### src/hw/rtl/uer_pkg.sv
// Shared types and constants of the ultrasonic echo ranger.
package uer_pkg;

   localparam int PHASE_CNT_BITS = 24;
   localparam int PULSE_BITS     = 24;
   localparam int DIST_BITS      = 16;
   localparam int TRIG_BITS      = 16;
   localparam int SCALE_BITS     = 20;
   localparam int CSR_INDEX_BITS = 3;
   localparam int CSR_DATA_BITS  = 24;

   typedef logic [1:0] status_type;

   localparam status_type ST_OK      = 2'd0;
   localparam status_type ST_TIMEOUT = 2'd1;
   localparam status_type ST_RANGE   = 2'd2;

   typedef logic [CSR_INDEX_BITS-1:0] csr_index_type;

   localparam csr_index_type REG_TRIGGER_TICKS  = 3'd0;
   localparam csr_index_type REG_TIMEOUT_TICKS  = 3'd1;
   localparam csr_index_type REG_DISTANCE_SCALE = 3'd2;
   localparam csr_index_type REG_MIN_DISTANCE   = 3'd3;
   localparam csr_index_type REG_MAX_DISTANCE   = 3'd4;

   // Per-tick flags passed from the sequencer to the result stage.
   typedef struct packed {
      logic trig;
      logic busy;
      logic done;
      logic timeout;
   } seq_info_type;

endpackage

### src/hw/rtl/uer_seq.sv
// Measurement sequencer: trigger timing, echo edge tracking, width count.
module uer_seq #(
   parameter int COUNTER_BITS = 24
) (
   input  logic                                clock,
   input  logic                                reset,
   input  logic                                step,
   input  logic                                start_request,
   input  logic                                echo_level,
   input  logic [uer_pkg::TRIG_BITS-1:0]       trigger_ticks,
   input  logic [uer_pkg::PHASE_CNT_BITS-1:0]  timeout_ticks,
   output uer_pkg::seq_info_type               info,
   output logic [COUNTER_BITS-1:0]             width
);
   import uer_pkg::*;

   typedef enum logic [2:0] {
      PH_IDLE,
      PH_LEAD,
      PH_TRIG,
      PH_RISE,
      PH_FALL
   } phase_type;

   phase_type                  phase_ff, phase_in;
   logic [PHASE_CNT_BITS-1:0]  phase_cnt_ff, phase_cnt_in, cnt_inc;
   logic [COUNTER_BITS-1:0]    width_ff, width_in;
   logic                       echo_prev_ff;
   seq_info_type               info_ff, info_in;
   logic [COUNTER_BITS-1:0]    width_out_ff;
   logic                       rise, fall, fall_end;

   assign rise    = echo_level & ~echo_prev_ff;
   assign fall    = ~echo_level & echo_prev_ff;
   assign cnt_inc = phase_cnt_ff + 1'b1;

   always_comb begin
      phase_in     = phase_ff;
      phase_cnt_in = phase_cnt_ff;
      width_in     = width_ff;
      info_in      = '0;
      fall_end     = 1'b0;
      unique case (phase_ff)
         PH_IDLE: begin
            if (start_request) begin
               phase_in     = PH_LEAD;
               phase_cnt_in = '0;
            end
         end
         PH_LEAD, PH_TRIG: begin
            info_in.trig = (phase_ff == PH_TRIG);
            phase_cnt_in = cnt_inc;
            if (cnt_inc >= PHASE_CNT_BITS'(trigger_ticks)) begin
               phase_in     = (phase_ff == PH_LEAD) ? PH_TRIG : PH_RISE;
               phase_cnt_in = '0;
            end
         end
         PH_RISE, PH_FALL: begin
            phase_cnt_in = cnt_inc;
            if (phase_ff == PH_RISE && rise) begin
               phase_in = PH_FALL;
               width_in = '0;
            end else if (phase_ff == PH_FALL) begin
               width_in = width_ff + 1'b1;
               if (fall) begin
                  fall_end     = 1'b1;
                  info_in.done = 1'b1;
                  phase_in     = PH_IDLE;
                  phase_cnt_in = '0;
               end
            end
            // a closing edge on the timeout tick wins
            if (!fall_end && cnt_inc >= timeout_ticks) begin
               info_in.done    = 1'b1;
               info_in.timeout = 1'b1;
               phase_in        = PH_IDLE;
               phase_cnt_in    = '0;
            end
         end
         default: begin
            phase_in     = PH_IDLE;
            phase_cnt_in = '0;
         end
      endcase
      info_in.busy = (phase_in != PH_IDLE);
   end

   always_ff @(posedge clock) begin
      if (reset) begin
         phase_ff     <= PH_IDLE;
         phase_cnt_ff <= '0;
         width_ff     <= '0;
         echo_prev_ff <= 1'b0;
         info_ff      <= '0;
         width_out_ff <= '0;
      end else if (step) begin
         phase_ff     <= phase_in;
         phase_cnt_ff <= phase_cnt_in;
         width_ff     <= width_in;
         echo_prev_ff <= echo_level;
         info_ff      <= info_in;
         width_out_ff <= width_in;
      end
   end

   assign info  = info_ff;
   assign width = width_out_ff;

endmodule

### src/hw/rtl/ultrasonic_echo_ranger.sv
// Top level of the ultrasonic echo ranger: handshakes, registers, distance stage.
// A request word passes the sequencer register and then the response register.
// Throughput: one request word per cycle unless the response channel stalls;
//   the distance multiply sits in a second stage behind the sequencer state loop.
// Reset (synchronous, active high): sequencer idle, counters and echo history
//   cleared, registers at their defaults, both pipeline stages empty.
module ultrasonic_echo_ranger #(
   parameter int COUNTER_BITS = 24
) (
   input  logic                                clock,
   input  logic                                reset,
   // request channel: one word per timing tick
   input  logic                                req_valid,
   output logic                                req_ready,
   input  logic                                req_start_request,
   input  logic                                req_echo_level,
   // response channel: one word per request word
   output logic                                rsp_valid,
   input  logic                                rsp_ready,
   output logic                                rsp_trigger_level,
   output logic                                rsp_busy_res,
   output logic                                rsp_done_res,
   output uer_pkg::status_type                 rsp_status,
   output logic [uer_pkg::PULSE_BITS-1:0]      rsp_echo_ticks,
   output logic [uer_pkg::DIST_BITS-1:0]       rsp_distance,
   // register write channel
   input  logic                                csr_valid,
   output logic                                csr_ready,
   input  uer_pkg::csr_index_type              csr_index,
   input  logic [uer_pkg::CSR_DATA_BITS-1:0]   csr_data
);
   import uer_pkg::*;

   localparam int PROD_BITS = COUNTER_BITS + SCALE_BITS;

   // ---------------- registers ----------------
   logic [TRIG_BITS-1:0]      trigger_ticks_ff;
   logic [PHASE_CNT_BITS-1:0] timeout_ticks_ff;
   logic [SCALE_BITS-1:0]     distance_scale_ff;
   logic [DIST_BITS-1:0]      min_distance_ff;
   logic [DIST_BITS-1:0]      max_distance_ff;
   logic                      csr_write;

   // writes always complete; indexes past the list are dropped
   assign csr_ready = 1'b1;
   assign csr_write = csr_valid & csr_ready;

   always_ff @(posedge clock) begin
      if (reset) begin
         trigger_ticks_ff  <= TRIG_BITS'(80);
         timeout_ticks_ff  <= PHASE_CNT_BITS'(1600000);
         distance_scale_ff <= SCALE_BITS'(112394);
         min_distance_ff   <= DIST_BITS'(200);
         max_distance_ff   <= DIST_BITS'(30000);
      end else if (csr_write) begin
         unique case (csr_index)
            REG_TRIGGER_TICKS:  trigger_ticks_ff  <= csr_data[TRIG_BITS-1:0];
            REG_TIMEOUT_TICKS:  timeout_ticks_ff  <= csr_data[PHASE_CNT_BITS-1:0];
            REG_DISTANCE_SCALE: distance_scale_ff <= csr_data[SCALE_BITS-1:0];
            REG_MIN_DISTANCE:   min_distance_ff   <= csr_data[DIST_BITS-1:0];
            REG_MAX_DISTANCE:   max_distance_ff   <= csr_data[DIST_BITS-1:0];
            default: ;
         endcase
      end
   end

   // ---------------- pipeline control ----------------
   // Stage 1 lives in the sequencer; stage 2 is the response register.
   // A stage moves when the one behind it is empty or draining this cycle.
   logic s1_valid_ff, s1_valid_in;
   logic s1_move, req_accept;
   logic rsp_valid_ff, rsp_valid_in;

   assign s1_move    = s1_valid_ff & (~rsp_valid_ff | rsp_ready);
   assign req_ready  = ~s1_valid_ff | s1_move;
   assign req_accept = req_valid & req_ready;

   always_comb begin
      s1_valid_in = s1_valid_ff;
      if (req_accept) begin
         s1_valid_in = 1'b1;
      end else if (s1_move) begin
         s1_valid_in = 1'b0;
      end
      rsp_valid_in = rsp_valid_ff;
      if (s1_move) begin
         rsp_valid_in = 1'b1;
      end else if (rsp_ready) begin
         rsp_valid_in = 1'b0;
      end
   end

   always_ff @(posedge clock) begin
      if (reset) begin
         s1_valid_ff  <= 1'b0;
         rsp_valid_ff <= 1'b0;
      end else begin
         s1_valid_ff  <= s1_valid_in;
         rsp_valid_ff <= rsp_valid_in;
      end
   end

   // ---------------- stage 1: sequencer ----------------
   // State advances only on accepted words, so stalls never count as ticks.
   seq_info_type            s1_info;
   logic [COUNTER_BITS-1:0] s1_width;

   uer_seq #(
      .COUNTER_BITS (COUNTER_BITS)
   ) u_seq (
      .clock         (clock),
      .reset         (reset),
      .step          (req_accept),
      .start_request (req_start_request),
      .echo_level    (req_echo_level),
      .trigger_ticks (trigger_ticks_ff),
      .timeout_ticks (timeout_ticks_ff),
      .info          (s1_info),
      .width         (s1_width)
   );

   // ---------------- stage 2: distance and range check ----------------
   // distance = (width * scale) >> 20, checked on the untruncated quotient
   logic [PROD_BITS-1:0]    product;
   logic [COUNTER_BITS-1:0] dist_full;
   logic                    out_of_range;
   status_type              status_in;
   logic [PULSE_BITS-1:0]   pulse_in;
   logic [DIST_BITS-1:0]    dist_in;

   assign product      = PROD_BITS'(s1_width) * PROD_BITS'(distance_scale_ff);
   assign dist_full    = product[PROD_BITS-1:SCALE_BITS];
   assign out_of_range = (dist_full < COUNTER_BITS'(min_distance_ff)) ||
                         (dist_full > COUNTER_BITS'(max_distance_ff));

   always_comb begin
      status_in = ST_OK;
      pulse_in  = '0;
      dist_in   = '0;
      if (s1_info.done) begin
         if (s1_info.timeout) begin
            status_in = ST_TIMEOUT;
         end else begin
            pulse_in = PULSE_BITS'(s1_width);
            if (out_of_range) begin
               status_in = ST_RANGE;
            end else begin
               dist_in = dist_full[DIST_BITS-1:0];
            end
         end
      end
   end

   logic                  rsp_trig_ff, rsp_busy_ff, rsp_done_ff;
   status_type            rsp_status_ff;
   logic [PULSE_BITS-1:0] rsp_pulse_ff;
   logic [DIST_BITS-1:0]  rsp_dist_ff;

   always_ff @(posedge clock) begin
      if (s1_move) begin
         rsp_trig_ff   <= s1_info.trig;
         rsp_busy_ff   <= s1_info.busy;
         rsp_done_ff   <= s1_info.done;
         rsp_status_ff <= status_in;
         rsp_pulse_ff  <= pulse_in;
         rsp_dist_ff   <= dist_in;
      end
   end

   assign rsp_valid         = rsp_valid_ff;
   assign rsp_trigger_level = rsp_trig_ff;
   assign rsp_busy_res      = rsp_busy_ff;
   assign rsp_done_res      = rsp_done_ff;
   assign rsp_status        = rsp_status_ff;
   assign rsp_echo_ticks    = rsp_pulse_ff;
   assign rsp_distance      = rsp_dist_ff;

   // ---------------- checks ----------------
   // a finished measurement always returns to idle
   assert property (@(posedge clock) disable iff (reset)
      (rsp_valid && rsp_done_res) |-> !rsp_busy_res)
      else $error("done word reports busy");

   // trigger is only driven during a measurement
   assert property (@(posedge clock) disable iff (reset)
      (rsp_valid && rsp_trigger_level) |-> rsp_busy_res)
      else $error("trigger high while idle");

   // timeout carries no width and no distance
   assert property (@(posedge clock) disable iff (reset)
      (rsp_valid && rsp_status == ST_TIMEOUT) |->
         (rsp_done_res && rsp_echo_ticks == '0 && rsp_distance == '0))
      else $error("timeout word carries data");

   // words without done carry no result
   assert property (@(posedge clock) disable iff (reset)
      (rsp_valid && !rsp_done_res) |->
         (rsp_status == ST_OK && rsp_echo_ticks == '0 && rsp_distance == '0))
      else $error("result fields set without done");

endmodule
### config.mk
export PLATFORM = sky130hd
export DESIGN_NAME = ultrasonic_echo_ranger
export DESIGN_NICKNAME = d
export VERILOG_FILES = /design/src/hw/rtl/uer_pkg.sv /design/src/hw/rtl/uer_seq.sv /design/src/hw/rtl/ultrasonic_echo_ranger.sv
export SDC_FILE = /design/constraint.sdc
export NUM_CORES = 2
export LEC_CHECK = 0
export ABC_CLOCK_PERIOD_IN_PS = 12750
export BUFFER_PORTS_ARGS = -buffer_cell sky130_fd_sc_hd__buf_2
export CORE_UTILIZATION = 65
export DETAILED_ROUTE_END_ITERATION = 7
export MAX_ROUTING_LAYER = met4
export PLACE_DENSITY_LB_ADDON = 0.2
export SLEW_MARGIN = 15
export SYNTH_ARGS = -nofsm -noshare
export SYNTH_HDL_FRONTEND = slang
export SYNTH_SLANG_ARGS = --single-unit
export TNS_END_PERCENT = 20
### constraint.sdc
create_clock -name clock -period 12.75 [get_ports clock]
set_clock_uncertainty 0.05 [all_clocks]
set_input_delay 0 -clock clock [delete_from_list [all_inputs] [get_ports clock]]
set_output_delay 0 -clock clock [all_outputs]
set_load 0.05 [all_outputs]
==> metrics.txt <==
vias in the first global route=21,000; crit-path most repeated cell=fa_1; Worst EP arrival=approximately 10 ns; grt total ovfl=0; Critical Path Max Stage Delay=between 0.9 and 1 ns; CTS buffer count=17; type of the most critical hold path=in2reg; Max Buffers Root-to-Sink=2; Worst-Margin Slew=1.15 ns; filler instances=between 3,000 and 4,000; Yosys cell types=68; number of synthesis warnings=0; number of synthesized flops with an enable pin=45; clk sinks=195; Rows=a little over 70; status=finished clean; top cells by area, synth=fa_1, dfxtp_1, ha_1; CP startpoint kind=flip-flop; Post-Syn Area per Cell=between 8 and 9 um^2; Area growth, synth to finish=5.85%; largest net degree at the start of global routing=84; depth of the CTS H-tree=4; via count=about 20,000; reg-to-reg setup timing slack=2.67 ns; commonest cells after routing, fill and taps aside=inv_1, nand2_1, fa_1; fin worst setup slack=2.67 ns; Clock Latency Late Sink=approximately 0.48 ns; Global Route Usage Sum=between 30 and 40%; final setup fails=0; io pins=82; highest clock rate=slightly below 100 MHz; Top FF cell, synth=dfxtp_1; DR vias/cell=approximately 5.8; Mapped Cells=2,938; Wirelength per Cell=19.7 um; crit path kind=reg2reg; share of layout cells above drive strength 1=just over 5%; fin crit period=slightly above 10 ns; Syn Nets=3,588; die area=around 40,000 um^2; DP Worst Slack=2.87 ns; remaining routing DRC violations=0; gp weighted congestion=~0.94; cell with the largest stage delay on the worst path=dfxtp_1; worst hold start=req_start_request; initial antenna violation count=2; Worst path depth=32; worst r2r src=u_seq.width[7]; fin nets=about 3,600; CP Capture Type=flip-flop; Die Width=~200 um; FF-to-FF path depth=32; setup TNS=0 ns; CTS tree=done; Hold Crit Depth=5; Max-slew headroom=between 20% and 30%; Die Y=200 um; delay-heaviest family, CP=adder cells; Post-Syn Area=around 25,000 um^2; drt total wl=68.2 mm; Starting Density=between 60 and 70%; fraction of registers with async set/reset=0%; R2R Path End=rsp_distance[0]; first-pass GRT wire length=about 110 mm; RSZ-0062 raised after global routing=false; crit-path max FO=24; Root Buffer=clkbuf_16; WP buf/inv=5; hpwl dp=approximately 52 mm; Leak=between 0.01 and 0.015 uW; Max Slew Vio Count=0; share of the synthesized area in the top cell type=30.8%; Crit path required time=13.01 ns; first-iteration detailed-routing DRC count=between 1,000 and 1,500; Synth Register Bits=195; CTS resizes=0; Clock transition at path regs=around 0.080 ns; Post-DRT Antenna Nets=0; Buffers on Ports=80; Period Utilization, post-route=roughly four fifths; Seq/Total Area, Yosys=~17%; core area=38,600 um^2; drt pass-1 iters=5; Pwr per Cell Area=49.9 nW/um^2; Endpoint, Worst Hold=u_seq.phase_ff[0]; final hold vios=0; largest area contributor in the netlist=fa_1; maximum vdd drop=between 0.1 and 0.15 mV; max-capacitance violation count=0; commonest non-fill, non-tap cell in the layout=inv_1
[cells in the mapped netlist (all sizes together), types with 14 or more instances]
| cell | instances |
|---|---|
| fa | 391 |
| a21o | 14 |
| xnor2 | 31 |
| nand3 | 50 |
| and2 | 276 |
| and3 | 34 |
| o211ai | 24 |
| a211oi | 17 |
| nor2 | 83 |
| nor3 | 20 |
| dfxtp | 150 |
| edfxtp | 45 |
| xor2 | 28 |
| o21ai | 54 |
| ha | 225 |
| inv | 501 |
| nand4 | 36 |
| o21a | 15 |
| a21oi | 150 |
| a22oi | 16 |
| nand2 | 476 |
| clkbuf | 151 |
[worst register-to-register path: cells and delay by family, from the launching register on]
| kind | cells | cell delay [ns] |
|---|---|---|
| adder cells (fa/ha/maj) | 9 | 4.25 |
| AND/OR/NAND/NOR | 10 | 2.50 |
| AO/OA/AOI/OAI | 7 | 1.70 |
| flip-flops | 1 | 0.95 |
| buffers and inverters | 5 | 0.28 |
| XOR/XNOR | 1 | 0.20 |
[through the flow]
step | util [%] | cells | hold WS [ns] | total power (uW) | cell area [um^2]
floorplan | - | 2938 | 0.0740 | 747 | 25400
global placement | 67.3 | 3396 | 0.186 | 788 | 26000
detailed placement | 67.3 | 3396 | 0.189 | 791 | 26000
CTS | 69.6 | 3459 | 0.0299 | 1350 | 26900
global route | 69.6 | 3460 | 0.105 | 1380 | 26900
finish | 69.6 | 3460 | 0.0587 | 1340 | 26900
[power breakdown]
| part | internal [uW] | switching (uW) | total, uW |
|---|---|---|---|
| Combinational | 34.2 | 88.7 | 123 |
| Sequential | 647 | 17.5 | 664 |
| Clock | 265 | 292 | 556 |
[layer usage]
| layer | vias up | wire, um | GRT usage [%] |
|---|---|---|---|
| met2 | 790 | 33400 | 61.1 |
| met5 | - | 0 | - |
| li1 | 9203 | - | - |
| met4 | 0 | 3230 | 18.1 |
| met1 | 9990 | 26700 | 44.5 |
| met3 | 175 | 4810 | 5.48 |
[area by class of cell]
class,count,area (um^2),share of cell area (%)
well taps,518,648,2.41
repair buffers,133,876,3.26
flip-flops and latches,195,4350,16.2
clock inverters,14,140,0.521
multi-input cells,2079,18600,69.0
diodes,1,2.50,0.00930
clock buffers,18,439,1.63
inverters,502,1880,7.00
[logic make-up after synthesis]
| logic type | count (synthesis) | synth area share [%] |
|---|---|---|
| fa+ha+maj | 616 | 41.9 |
| other cells | 1 | 0.0148 |
| buf+inv | 664 | 9.92 |
| compound gates | 358 | 8.78 |
| xor+xnor | 59 | 2.03 |
| mux | 5 | 0.197 |
| flops | 195 | 17.1 |
| simple gates | 1040 | 20.1 |
[sequential cells by signal, indices dropped and copies added (netlist names)]
register / flops
u_seq.phase_ff: 3
s1_valid_ff: 1
rsp_done_res: 1
rsp_busy_res: 1
rsp_trigger_level: 1
rsp_distance: 16
min_distance_ff: 16
u_seq.echo_prev_ff: 1
u_seq.phase_cnt_ff: 24
u_seq.info: 4
u_seq.width: 24
timeout_ticks_ff: 24
rsp_status: 2
rsp_valid: 1
rsp_echo_ticks: 24
max_distance_ff: 16
trigger_ticks_ff: 16
distance_scale_ff: 20
[how the worst max path moves through the flow]
stage                    startpoint               to  slack (ns)
floorplan           u_seq.width[10]  rsp_distance[0]        4.01
global placement     u_seq.width[7]  rsp_distance[0]        3.09
detailed placement   u_seq.width[7]  rsp_distance[0]        2.87
CTS                  u_seq.width[7]  rsp_distance[0]        2.82
global route         u_seq.width[7]  rsp_distance[0]        2.08
finish               u_seq.width[7]  rsp_distance[0]        2.67
[timing repair]
item                                   in CTS  in global routing
buffers inserted                            0                  0
hold buffers                               31                  0
endpoints found under the hold margin     102                  0
Power figures use the tool's default switching activity.
